--- config.mk ---
export PLATFORM = sky130hd
export DESIGN_NAME = calibrated_line_position_estimator
export DESIGN_NICKNAME = d
export VERILOG_FILES = /design/src/sv/clpe_pkg.sv /design/src/sv/clpe_divider.sv /design/src/sv/clpe_datapath.sv /design/src/sv/clpe_ctrl.sv /design/src/sv/calibrated_line_position_estimator.sv
export SDC_FILE = /design/constraint.sdc
export NUM_CORES = 1
export LEC_CHECK = 0
export ABC_AREA = 1
export ABC_CLOCK_PERIOD_IN_PS = 21100
export BUFFER_PORTS_ARGS = -buffer_cell sky130_fd_sc_hd__buf_4
export CORE_MARGIN = 5
export CORE_UTILIZATION = 45
export DETAILED_ROUTE_END_ITERATION = 16
export SLEW_MARGIN = 40
export SYNTH_ARGS = -nofsm -noshare
export SYNTH_HDL_FRONTEND = slang
export SYNTH_SLANG_ARGS = --single-unit
--- constraint.sdc ---
create_clock -name clk -period 21.1 [get_ports clk]
set_input_delay 3.165 -clock clk [delete_from_list [all_inputs] [get_ports clk]]
set_output_delay 3.165 -clock clk [all_outputs]
set_load 0.02 [all_outputs]
--- src/sv/clpe_pkg.sv ---
package clpe_pkg;

  localparam int DEF_NUM_CHANNELS = 8;
  localparam int DEF_SAMPLE_MAX   = 4095;
  localparam int DEF_FULL_SCALE   = 1000;

  localparam int POS_SCALE = 1000;
  localparam int WSUM_W    = 26;
  localparam int VSUM_W    = 13;
  localparam int POS_W     = 13;
  localparam int LEVEL_W   = 10;
  localparam int SAMPLE_W  = 12;
  localparam int CH_W      = 3;
  localparam int CFG_IDX_W = 2;
  localparam int CFG_DATA_W = 13;
  // divider operand width: covers 4095*1000 numerator and the 26-bit weighted sum
  localparam int DIV_W     = 26;
  localparam int DIV_CNT_W = 5;

  localparam logic [1:0] ACT_MEASURE   = 2'd0;
  localparam logic [1:0] ACT_CALIBRATE = 2'd1;
  localparam logic [1:0] ACT_CLEAR     = 2'd2;

  localparam logic [CFG_IDX_W-1:0] REG_LINE_DETECT = 2'd0;
  localparam logic [CFG_IDX_W-1:0] REG_CONTRIBUTE  = 2'd1;
  localparam logic [CFG_IDX_W-1:0] REG_LOST_LEFT   = 2'd2;
  localparam logic [CFG_IDX_W-1:0] REG_LOST_RIGHT  = 2'd3;

  localparam logic KIND_POSITION  = 1'b0;
  localparam logic KIND_THRESHOLD = 1'b1;

  typedef struct packed {
    logic [1:0]          action;
    logic [CH_W-1:0]     channel;
    logic [SAMPLE_W-1:0] sample;
    logic                last;
  } in_item_t;

  typedef struct packed {
    logic                kind;
    logic [POS_W-1:0]    position;
    logic                line_found;
    logic [SAMPLE_W-1:0] threshold;
    logic [CH_W-1:0]     channel_out;
  } out_item_t;

  typedef enum logic [2:0] {
    ST_IDLE,
    ST_LOAD,
    ST_NORM_DIV,
    ST_ACCUM,
    ST_POS_DIV,
    ST_FINISH,
    ST_EMIT
  } ctrl_state_t;

  typedef struct packed {
    logic capture;
    logic load;
    logic norm_start;
    logic accum;
    logic pos_start;
    logic finish;
    logic out_load;
  } dp_cmd_t;

  typedef struct packed {
    logic div_done;
    logic is_measure;
    logic is_cal_result;
    logic last;
    logic need_div;
    logic pos_needed;
  } dp_status_t;

endpackage

--- src/sv/clpe_divider.sv ---
module clpe_divider (
  input  logic                        clk,
  input  logic                        rst,
  input  logic                        start,
  input  logic [clpe_pkg::DIV_W-1:0]  dividend,
  input  logic [clpe_pkg::DIV_W-1:0]  divisor,
  output logic                        done,
  output logic [clpe_pkg::DIV_W-1:0]  quotient
);
  import clpe_pkg::*;

  logic [DIV_W-1:0]     rem;
  logic [DIV_W-1:0]     quo;
  logic [DIV_W-1:0]     dvs;
  logic [DIV_CNT_W-1:0] count;
  logic                 busy;
  logic [DIV_W:0]       trial;

  assign trial    = {rem[DIV_W-2:0], quo[DIV_W-1]} - {1'b0, dvs};
  assign quotient = quo;

  // restoring division, one quotient bit a cycle
  always_ff @(posedge clk) begin
    if (rst) begin
      busy  <= 1'b0;
      done  <= 1'b0;
      count <= '0;
    end else begin
      done <= 1'b0;
      if (start) begin
        busy  <= 1'b1;
        count <= DIV_CNT_W'(DIV_W - 1);
      end else if (busy) begin
        if (count == '0) begin
          busy <= 1'b0;
          done <= 1'b1;
        end
        count <= count - 1'b1;
      end
    end
  end

  always_ff @(posedge clk) begin
    if (start) begin
      rem <= '0;
      quo <= dividend;
      dvs <= divisor;
    end else if (busy) begin
      if (!trial[DIV_W]) begin
        rem <= trial[DIV_W-1:0];
        quo <= {quo[DIV_W-2:0], 1'b1};
      end else begin
        rem <= {rem[DIV_W-2:0], quo[DIV_W-1]};
        quo <= {quo[DIV_W-2:0], 1'b0};
      end
    end
  end
endmodule

--- src/sv/clpe_datapath.sv ---
module clpe_datapath #(
  parameter int NUM_CHANNELS = clpe_pkg::DEF_NUM_CHANNELS,
  parameter int SAMPLE_MAX   = clpe_pkg::DEF_SAMPLE_MAX,
  parameter int FULL_SCALE   = clpe_pkg::DEF_FULL_SCALE
) (
  input  logic                          clk,
  input  logic                          rst,
  input  clpe_pkg::in_item_t            in_item,
  input  logic                          cfg_valid,
  input  logic                          cfg_ready,
  input  logic [clpe_pkg::CFG_IDX_W-1:0]  cfg_index,
  input  logic [clpe_pkg::CFG_DATA_W-1:0] cfg_data,
  input  clpe_pkg::dp_cmd_t             cmd,
  output clpe_pkg::dp_status_t          status,
  output clpe_pkg::out_item_t           out_item
);
  import clpe_pkg::*;

  localparam logic [POS_W-1:0] RIGHT_END = POS_W'((NUM_CHANNELS - 1) * POS_SCALE);
  localparam logic [SAMPLE_W-1:0] SMAX = SAMPLE_W'(SAMPLE_MAX);

  logic [LEVEL_W-1:0] line_detect_level, contribute_level;
  logic [POS_W-1:0]   lost_left_limit, lost_right_limit;

  logic [SAMPLE_W-1:0] cal_low  [NUM_CHANNELS];
  logic [SAMPLE_W-1:0] cal_high [NUM_CHANNELS];
  logic                cal_written [NUM_CHANNELS];
  logic                cleared;

  logic [WSUM_W-1:0] weighted_sum;
  logic [VSUM_W-1:0] value_sum;
  logic              line_seen;
  logic [POS_W-1:0]  previous_position;

  in_item_t            item;
  logic [SAMPLE_W-1:0] samp;
  logic                ch_ok;
  logic                neg_num, equal, neg_den;
  logic [SAMPLE_W:0]   num_mag, den_mag;
  logic [WSUM_W-1:0]   num_scaled;
  logic [LEVEL_W-1:0]  norm;
  logic [CH_W-1:0]     ch_idx;

  logic                div_start, div_done;
  logic [DIV_W-1:0]    div_a, div_b, div_q;

  logic [SAMPLE_W-1:0] cur_lo, cur_hi;
  logic [LEVEL_W-1:0]  norm_next;
  logic [WSUM_W+1:0]   wsum_add;
  logic [VSUM_W:0]     vsum_add;
  logic [WSUM_W-1:0]   prod;
  logic [POS_W-1:0]    pos_fb;
  logic [SAMPLE_W:0]   mid_sum;
  logic [SAMPLE_W-1:0] new_lo, new_hi;
  logic [SAMPLE_W-1:0] mid_hold;

  assign ch_idx = CH_W'(item.channel);
  assign cur_lo = cleared ? SMAX : (cal_written[ch_idx] ? cal_low[ch_idx]  : SAMPLE_W'(500));
  assign cur_hi = cleared ? '0   : (cal_written[ch_idx] ? cal_high[ch_idx] : SAMPLE_W'(3500));

  always_ff @(posedge clk) begin
    if (rst) begin
      line_detect_level <= LEVEL_W'(200);
      contribute_level  <= LEVEL_W'(50);
      lost_left_limit   <= POS_W'(2000);
      lost_right_limit  <= POS_W'(5000);
    end else if (cfg_valid && cfg_ready) begin
      unique case (cfg_index)
        REG_LINE_DETECT: line_detect_level <= cfg_data[LEVEL_W-1:0];
        REG_CONTRIBUTE:  contribute_level  <= cfg_data[LEVEL_W-1:0];
        REG_LOST_LEFT:   lost_left_limit   <= cfg_data[POS_W-1:0];
        REG_LOST_RIGHT:  lost_right_limit  <= cfg_data[POS_W-1:0];
        default: ;
      endcase
    end
  end

  always_ff @(posedge clk) begin
    if (cmd.capture) begin
      item <= in_item;
      samp <= (in_item.sample > SMAX) ? SMAX : in_item.sample;
    end
  end

  assign ch_ok = 32'(item.channel) < NUM_CHANNELS;

  assign num_mag = (samp >= cur_lo) ? {1'b0, samp - cur_lo} : {1'b0, cur_lo - samp};
  assign den_mag = (cur_hi >= cur_lo) ? {1'b0, cur_hi - cur_lo} : {1'b0, cur_lo - cur_hi};

  // latch operand signs for the quotient fix-up
  always_ff @(posedge clk) begin
    if (cmd.load) begin
      equal   <= cur_hi == cur_lo;
      neg_den <= cur_hi < cur_lo;
      neg_num <= samp < cur_lo;
    end
  end

  assign num_scaled = WSUM_W'(num_mag * FULL_SCALE);
  assign div_start  = cmd.norm_start || cmd.pos_start;
  assign div_a      = cmd.pos_start ? weighted_sum : num_scaled;
  assign div_b      = cmd.pos_start ? DIV_W'(value_sum) : DIV_W'(den_mag);

  clpe_divider u_div (
    .clk      (clk),
    .rst      (rst),
    .start    (div_start),
    .dividend (div_a),
    .divisor  (div_b),
    .done     (div_done),
    .quotient (div_q)
  );

  // equal bounds or a negative quotient (signs differ, nonzero) give zero; above full scale clamps to full scale
  always_comb begin
    if (equal || (neg_num != neg_den && div_q != '0)) begin
      norm_next = '0;
    end else if (div_q > DIV_W'(FULL_SCALE)) begin
      norm_next = LEVEL_W'(FULL_SCALE);
    end else begin
      norm_next = div_q[LEVEL_W-1:0];
    end
  end

  always_ff @(posedge clk) begin
    if (div_done) norm <= norm_next;
  end

  assign prod     = WSUM_W'(norm * (POS_SCALE * 32'(item.channel)));
  assign wsum_add = (WSUM_W+2)'(weighted_sum) + (WSUM_W+2)'(prod);
  assign vsum_add = (VSUM_W+1)'(value_sum) + (VSUM_W+1)'(norm);

  always_comb begin
    if (previous_position < lost_left_limit) pos_fb = '0;
    else if (previous_position > lost_right_limit) pos_fb = RIGHT_END;
    else pos_fb = previous_position;
  end

  always_ff @(posedge clk) begin
    if (rst) begin
      weighted_sum      <= '0;
      value_sum         <= '0;
      line_seen         <= 1'b0;
      previous_position <= POS_W'(3500);
    end else if (cmd.accum) begin
      if (norm > line_detect_level) line_seen <= 1'b1;
      if (norm > contribute_level) begin
        weighted_sum <= wsum_add[WSUM_W+1:WSUM_W] != '0 ? '1 : wsum_add[WSUM_W-1:0];
        value_sum    <= vsum_add[VSUM_W] ? '1 : vsum_add[VSUM_W-1:0];
      end
    end else if (cmd.finish) begin
      weighted_sum <= '0;
      value_sum    <= '0;
      line_seen    <= 1'b0;
      if (status.pos_needed) begin
        previous_position <= (div_q > DIV_W'(RIGHT_END)) ? RIGHT_END : div_q[POS_W-1:0];
      end
    end
  end

  assign new_lo  = (samp < cur_lo) ? samp : cur_lo;
  assign new_hi  = (samp > cur_hi) ? samp : cur_hi;
  assign mid_sum = (SAMPLE_W+1)'(new_lo) + (SAMPLE_W+1)'(new_hi);

  always_ff @(posedge clk) begin
    if (rst) begin
      cleared <= 1'b0;
      for (int i = 0; i < NUM_CHANNELS; i++) cal_written[i] <= 1'b0;
    end else if (cmd.load && item.action == ACT_CLEAR) begin
      cleared <= 1'b1;
      for (int i = 0; i < NUM_CHANNELS; i++) cal_written[i] <= 1'b0;
    end else if (cmd.load && item.action == ACT_CALIBRATE && ch_ok) begin
      cal_written[ch_idx] <= 1'b1;
      if (cleared) begin
        for (int i = 0; i < NUM_CHANNELS; i++) begin
          if (!cal_written[i] && i != 32'(ch_idx)) cal_written[i] <= 1'b1;
        end
      end
      cleared <= 1'b0;
    end
  end

  always_ff @(posedge clk) begin
    if (cmd.load && item.action == ACT_CALIBRATE && ch_ok) begin
      // other channels keep the cleared value until written
      if (cleared) begin
        for (int i = 0; i < NUM_CHANNELS; i++) begin
          if (!cal_written[i] && i != 32'(ch_idx)) begin
            cal_low[i]  <= SMAX;
            cal_high[i] <= '0;
          end
        end
      end
      cal_low[ch_idx]  <= new_lo;
      cal_high[ch_idx] <= new_hi;
    end
  end

  always_ff @(posedge clk) begin
    if (cmd.load) mid_hold <= mid_sum[SAMPLE_W:1];
  end

  always_ff @(posedge clk) begin
    if (cmd.out_load) begin
      if (status.is_cal_result) begin
        out_item <= '{kind: KIND_THRESHOLD, position: '0, line_found: 1'b0,
                      threshold: mid_hold, channel_out: item.channel};
      end else if (status.pos_needed) begin
        out_item <= '{kind: KIND_POSITION,
                      position: (div_q > DIV_W'(RIGHT_END)) ? RIGHT_END : div_q[POS_W-1:0],
                      line_found: 1'b1, threshold: '0, channel_out: '0};
      end else begin
        out_item <= '{kind: KIND_POSITION, position: pos_fb, line_found: 1'b0,
                      threshold: '0, channel_out: '0};
      end
    end
  end

  assign status.div_done      = div_done;
  assign status.is_measure    = item.action == ACT_MEASURE;
  assign status.is_cal_result = item.action == ACT_CALIBRATE && ch_ok;
  assign status.last          = item.last;
  assign status.need_div      = ch_ok && (cur_hi != cur_lo);
  assign status.pos_needed    = line_seen && value_sum != '0;
endmodule

--- src/sv/clpe_ctrl.sv ---
module clpe_ctrl (
  input  logic                 clk,
  input  logic                 rst,
  input  logic                 in_valid,
  output logic                 in_stall,
  output logic                 out_valid,
  input  logic                 out_stall,
  input  clpe_pkg::dp_status_t status,
  output clpe_pkg::dp_cmd_t    cmd
);
  import clpe_pkg::*;

  ctrl_state_t state, state_next;
  logic        out_valid_next;

  always_ff @(posedge clk) begin
    if (rst) begin
      state     <= ST_IDLE;
      out_valid <= 1'b0;
    end else begin
      state     <= state_next;
      out_valid <= out_valid_next;
    end
  end

  always_comb begin
    state_next = state;
    unique case (state)
      ST_IDLE:     if (in_valid) state_next = ST_LOAD;
      ST_LOAD: begin
        if (status.is_cal_result) state_next = ST_EMIT;
        else if (!status.is_measure) state_next = ST_IDLE;
        else if (status.need_div) state_next = ST_NORM_DIV;
        else if (status.last) state_next = ST_FINISH;
        else state_next = ST_IDLE;
      end
      ST_NORM_DIV: if (status.div_done) state_next = ST_ACCUM;
      ST_ACCUM:    state_next = !status.last ? ST_IDLE : ST_FINISH;
      ST_FINISH:   state_next = status.pos_needed ? ST_POS_DIV : ST_EMIT;
      ST_POS_DIV:  if (status.div_done) state_next = ST_EMIT;
      ST_EMIT:     if (!out_valid || !out_stall) state_next = ST_IDLE;
      default:     state_next = ST_IDLE;
    endcase
  end

  always_comb begin
    cmd            = '0;
    in_stall       = state != ST_IDLE;
    out_valid_next = out_valid && out_stall;
    unique case (state)
      ST_IDLE:     cmd.capture = in_valid;
      ST_LOAD: begin
        cmd.load       = 1'b1;
        cmd.norm_start = status.is_measure && status.need_div;
      end
      ST_NORM_DIV: ;
      ST_ACCUM:    cmd.accum = 1'b1;
      ST_FINISH:   cmd.pos_start = status.pos_needed;
      ST_POS_DIV:  ;
      ST_EMIT: begin
        if (!out_valid || !out_stall) begin
          cmd.out_load   = 1'b1;
          cmd.finish     = !status.is_cal_result;
          out_valid_next = 1'b1;
        end
      end
      default: ;
    endcase
  end
endmodule

--- src/sv/calibrated_line_position_estimator.sv ---
// channel  signals                                   role
// in       in_valid, in_stall, in_item               samples and commands
// out      out_valid, out_stall, out_item            positions and thresholds
// cfg      cfg_valid, cfg_ready, cfg_index, cfg_data register writes
// A measure sample on a valid channel with unequal min and max runs the
// 26-step normalize divider; the last sample of a scan with a line found
// also runs the position divide. Reset is synchronous, active high.
// A result waits in the output register while out_stall is high; input stalls
// until the block is back in idle.
module calibrated_line_position_estimator #(
  parameter int NUM_CHANNELS = clpe_pkg::DEF_NUM_CHANNELS,
  parameter int SAMPLE_MAX   = clpe_pkg::DEF_SAMPLE_MAX,
  parameter int FULL_SCALE   = clpe_pkg::DEF_FULL_SCALE
) (
  input  logic                            clk,
  input  logic                            rst,
  input  logic                            in_valid,
  output logic                            in_stall,
  input  clpe_pkg::in_item_t              in_item,
  output logic                            out_valid,
  input  logic                            out_stall,
  output clpe_pkg::out_item_t             out_item,
  input  logic                            cfg_valid,
  output logic                            cfg_ready,
  input  logic [clpe_pkg::CFG_IDX_W-1:0]  cfg_index,
  input  logic [clpe_pkg::CFG_DATA_W-1:0] cfg_data
);
  import clpe_pkg::*;

  dp_cmd_t    cmd;
  dp_status_t status;

  assign cfg_ready = 1'b1;

  clpe_ctrl u_ctrl (
    .clk       (clk),
    .rst       (rst),
    .in_valid  (in_valid),
    .in_stall  (in_stall),
    .out_valid (out_valid),
    .out_stall (out_stall),
    .status    (status),
    .cmd       (cmd)
  );

  clpe_datapath #(
    .NUM_CHANNELS (NUM_CHANNELS),
    .SAMPLE_MAX   (SAMPLE_MAX),
    .FULL_SCALE   (FULL_SCALE)
  ) u_dp (
    .clk       (clk),
    .rst       (rst),
    .in_item   (in_item),
    .cfg_valid (cfg_valid),
    .cfg_ready (cfg_ready),
    .cfg_index (cfg_index),
    .cfg_data  (cfg_data),
    .cmd       (cmd),
    .status    (status),
    .out_item  (out_item)
  );
endmodule

# After elaboration in Yosys (flattened, before gate mapping)
# Memory sizes are Yosys's and may differ from the RTL's. A register that Yosys moved wholly into a read port is not among the register bits.
# Cells that the tools add are included.
# word_totals
wordCells,298
ramBits,200
inputBits,38
reg_bits,261
n_memories,3
out_inout_bits,33
# memory_table
name,words,word_bits,rd,rd_ports_with_merged_regs,wr,line,text
u_dp.cal_high,8,12,1,1,9,clpe_datapath.sv:26,logic [SAMPLE_W-1:0] cal_high [NUM_CHANNELS];
u_dp.cal_low,8,12,1,1,9,clpe_datapath.sv:25,logic [SAMPLE_W-1:0] cal_low [NUM_CHANNELS];
u_dp.cal_written,8,1,9,1,9,clpe_datapath.sv:27,logic cal_written [NUM_CHANNELS];
# classes
n_mux,142
n_lt_le_gt_ge,12
reduce_logical,51
n_bitwise,18
n_mul,3
eq_ne,27
addsub,9
# ops
operator,n
$mux 26,7
$mux 13,8
$mux 1,97
$mux 12,8
$sub 12x12->12,4
$mux 3,11
$mux 29,1
$add 26x23->27,1
$sub 26x26->27,1
$gt 26x10->1 const B,1
$gt 26x13->1 const B,1
$reduce_bool 26->1,1
$mux 25,1
$ge 12x12->1,2
$lt 12x12->1,2
$pmux 3 s7,1
$gt 10x10->1,2
$mul 10x10->20,1
$mul 13x7->20 const B,1
$or 1x1->1,16
$mux 15,1
$add 13x10->14,1
$logic_and 1x1->1,14
$add 12x12->13,1
other kinds (36),78

# Logic depth before layout (Yosys ltp)
# depth
ltp_word,11
ltp_mapped,41
ltp_nobuf,40

# Cells and area by module
# From an unflattened synthesis, not the netlist that was laid out.
# unflattened
hier_cells,4311
hier_area_um2,33880.0
# modules_own_cells
mod,instances,area_per_inst_um2,seq_area_each_um2,cells_each
clpe_datapath,1,28094.4,10139.7,3468
clpe_divider,1,5430.2,2202.1,779
clpe_ctrl,1,344.1,80.1,62
calibrated_line_position_estimator,1,11.3,0.0,2

# Worst setup path before layout
# OpenSTA, ideal clock, no wires.
# synth_timing
path_type,register to register
startpoint,"register u_dp.item, in the netlist u_dp.ch_idx[0]"
endpoint,register u_dp.weighted_sum[19]
arrival_ns,7.644
stages_incl_launch_ff,39
required_time_ns,20.968
setup_ns,0.132
period_less_slack_ns,7.777
n_path_buf,1
slack_ns,13.323
cell_sequence,edfxtp_1 buf_2 inv_1 ha_1 ha_1 fa_1 inv_1 fa_1 or2_2 nand2_1 inv_1 nand2_1 fa_1 fa_1 inv_1 fa_1 fa_1 inv_1 [3 not listed] nand2_1 o31ai_1 a21oi_1 o21ai_0 xor2_1 ha_1 nand2_1 inv_1 nand2_1 inv_1 nand2_1 inv_1 nand2_1 nand2_1 inv_1 nand2_1 o21bai_1 a21oi_1
# synth_between
elab_chain_cells,7
# synth_lines
element,line,text
from (decl),clpe_datapath.sv:35,in_item_t item;
from (signal assigned),clpe_datapath.sv:80,item <= in_item;
$mul 7x3->10 *,clpe_datapath.sv:129,assign prod = WSUM_W'(norm * (POS_SCALE * 32'(item.channel)));
$mul 10x10->20 *,clpe_datapath.sv:129,
$add 26x23->27 *,clpe_datapath.sv:130,assign wsum_add = (WSUM_W+2)'(weighted_sum) + (WSUM_W+2)'(prod);
$reduce_bool 2->1,clpe_datapath.sv:148,weighted_sum <= wsum_add[WSUM_W+1:WSUM_W] != '0 ? '1 : wsum_add[WSUM_W-1:0];
$mux 26 *,clpe_datapath.sv:148,
$mux 26 *,clpe_datapath.sv:147,if (norm > contribute_level) begin
$mux 26 *,clpe_datapath.sv:145,end else if (cmd.accum) begin
to (signal assigned),clpe_datapath.sv:148,
to (decl),clpe_datapath.sv:30,logic [WSUM_W-1:0] weighted_sum;
# Every way passes the cells marked *; elsewhere a longest branch is shown, timed or not. The select of a mux whose other input is x is not followed.
# A chain may end at the register's enable or synchronous reset.

# Worst setup path in the final report
# layout_timing
startpoint,"register u_dp.item, in the netlist u_dp.ch_idx[1]"
endpoint,register u_dp.weighted_sum[15]
# The elaborated chain is that of the path after synthesis.

==> summary.txt <==
Die ar. = 0.0768 mm^2
Nets = 4388
Post-synthesis net count = 4385
Final setup violation count = 0
DR iter-0 viols = 2045
Area of the mapped netlist = 0.0321 mm^2
Slowest cell on the critical path = edfxtp_1
Synthesis Warnings = 0
Crit end category = register
Vias per inst = 5.34
Initial antenna violation count = 0
Max-Slew Margin vs Limit = 44.0%
Overall Global Routing Usage = 23.3%
Synth Instances = 3957
Hold crit path type = reg2reg
Fin. max-slew vios = 0
Top area cells in the synthesized netlist = edfxtp_1 (28%), ha_1 (11%), nand2_1 (10%)
Count of final hold-check violations = 0
Status = finished clean
Area fraction in compound gates after synthesis = 13.3%
Simple-Gate Fraction of Synth Area = 19.9%
Clk Latency, worst-skew pair = 0.63 ns
Crit Path Class = reg2reg
Peak fanout along the critical path = 17
CTS Root Cell = clkbuf_16
Die height = 277 um
Avg WL per Cell = 18.7 um
Startpoint types = register
Crit path largest cell delay = 0.85 ns
Portion of netlist area occupied by mux cells = 0%
Unrepaired setup endpoints after global routing = false
Worst Path Required = 21.54 ns
Buffers on Ports = 69
Worst-margin pin slew = 0.837 ns
Synth async-reset ratio = 0%
Period utilization = 46.3%
Post-CTS setup buffer count = 0
Htree depth = 2
Synth Area in XOR/XNOR = 2.67%
Largest family of logic cells by synthesized area = simple AND/OR/NAND/NOR gates
CTS tree = built
Synth Area in Adders = 17.8%
Starting Density = 45.1%
Layout cells sized above 1 = 7.24%
WL final = 92.4 mm
Max Cap Violations = 0
CTS hold repair buffers = 0
Post-CTS sizing = 0
Fmax = 0.102 GHz
Placer Congestion = 0.949
Drt pass-1 iters = 6
Tmin final = 9.76 ns
ANT cells = 0
Yosys top cell area share = 28.4%
Clock transition at path regs = 0.06 ns
WP buf/inv = 7
Largest net degree at the start of global routing = 79
Post-route ant nets = 0
Avg Inst Size Synth = 8.11 um^2
TritonCTS buffer count = 52
Clock Skews = 0.0598 ns
Vias after detailed routing = 26500
Site row count = 98
Final core utilization = 49.2%
Post-route setup TNS = 0 ns
Synth Register Bits = 449
DP HPWL = 67.7 mm
Vias in the first global route = 25400
DRC Markers = 0
Clock Sinks = 449
Most common cell in the netlist = nand2_1
Io pins = 71
CORE AREA = 0.0711 mm^2
Die X = 277 um
CP Data Arrival Time = 10.20 ns
Grt total ovfl = 0
Post-synth top cells = nand2_1 (884), inv_1 (515), nor2_1 (418)
WHS = 0.458 ns
CP top delay family = adder cells
Clk buf depth = 3
Register area share after synthesis = 37.5%
Synth Flop Type = edfxtp_1
First-pass GRT wire length = 143 mm
Area Overhead vs Synth = 9.07%
Synth area leader = edfxtp_1
Post-synth EDFFs = 304
Synth unique cells = 58
[area by class of cell]
class | count | area [um^2]
tap | 950 | 1190
sequential | 449 | 12000
clock buffer | 72 | 1460
inverter | 551 | 2070
multi-input combinational | 2810 | 17300
fill | 7046 | 36100
timing repair buffer | 96 | 748
clock inverter | 26 | 229
[worst reg2reg max path: cells and delay by family (launching register included)]
kind            cells  cell delay (ns)
fa+ha+maj          11             4.54
simple gates        6             1.15
buf+inv             7             1.09
xor+xnor            1             0.23
flops               1             0.85
compound gates      8             1.71
[sequential cells by signal, summed over array words and instances (netlist names), 2 cells and up, named ones only]
name and flops:
u_dp.u_div.dvs 13, u_dp.mid_hold 12, u_dp.cal_high 96, u_dp.cal_low 96
u_dp.lost_right_limit 13, u_dp.ch_idx 3, u_dp.cal_written 8, u_ctrl.state 3
u_dp.previous_position 13, u_dp.item 2, u_dp.u_div.rem 25, u_dp.u_div.quotient 26
u_dp.lost_left_limit 13, u_dp.u_div.count 5, u_dp.norm 10, u_dp.samp 12
u_dp.value_sum 13, u_dp.contribute_level 10, u_dp.out_item 30, u_dp.line_detect_level 10
u_dp.weighted_sum 24
[stage by stage]
stage,cells,worst slack (ns),instance area [um^2]
2_1_floorplan,3957,13.32,32100
3_3_place_gp,4853,11.54,33300
3_5_place_dp,4856,11.50,33300
4_1_cts,4954,11.41,35000
5_1_grt,4954,10.71,35000
6_report,4954,11.34,35000
[routing by layer]
| layer | track usage, % | vias to the layer above | part of all wire [%] |
|---|---|---|---|
| li1 | - | 13100 | - |
| met1 | 31.5 | 12500 | 44 |
| met2 | 38.6 | 758 | 46 |
| met3 | 2.93 | 143 | 5.4 |
| met4 | 8.88 | 0 | 4.0 |
| met5 | 0 | - | 0 |
[cells by family after synthesis]
kind of cell | after synthesis
and+or+nand+nor | 1564
AOI/OAI and AO/OA | 757
buffers and inverters | 698
DFF | 449
adders and majority gates | 390
xor gates and xnor gates | 98
other | 1
[final timing paths]
path                                    end                       from  depth (start not counted)  slack (ns)
setup / recovery      u_dp.weighted_sum[15]             u_dp.ch_idx[1]                         33       11.34
hold / removal    u_dp.line_detect_level[8]  u_dp.line_detect_level[8]                          2        0.46
setup reg to reg      u_dp.weighted_sum[15]             u_dp.ch_idx[1]                         33       11.34
hold reg to reg   u_dp.line_detect_level[8]  u_dp.line_detect_level[8]                          2        0.46
[cell usage in the layout (no fill, tap or decap), drive strengths merged, types with 4 or more instances in the layout]
| cell | n |
|---|---|
| nor3 | 25 |
| o2111ai | 4 |
| o31ai | 4 |
| or2 | 8 |
| buf | 96 |
| o21ai | 325 |
| nand3 | 145 |
| o22ai | 54 |
| xnor2 | 34 |
| a21oi | 262 |
| clkbuf | 72 |
| inv | 551 |
| a221oi | 4 |
| a21o | 11 |
| a31oi | 18 |
| nand3b | 5 |
| dfxtp | 145 |
| clkinv | 22 |
| o211ai | 33 |
| nor4 | 12 |
| xor2 | 64 |
| edfxtp | 304 |
| nand2 | 889 |
| nor2 | 439 |
| o221ai | 5 |
| o21a | 6 |
| o21bai | 17 |
| nand4 | 35 |
| fa | 113 |
| ha | 277 |
| a21boi | 5 |
Power is left out: the tool's default activity adds up to more than one toggle a clock period on the data nets, which glitch-free logic cannot reach.
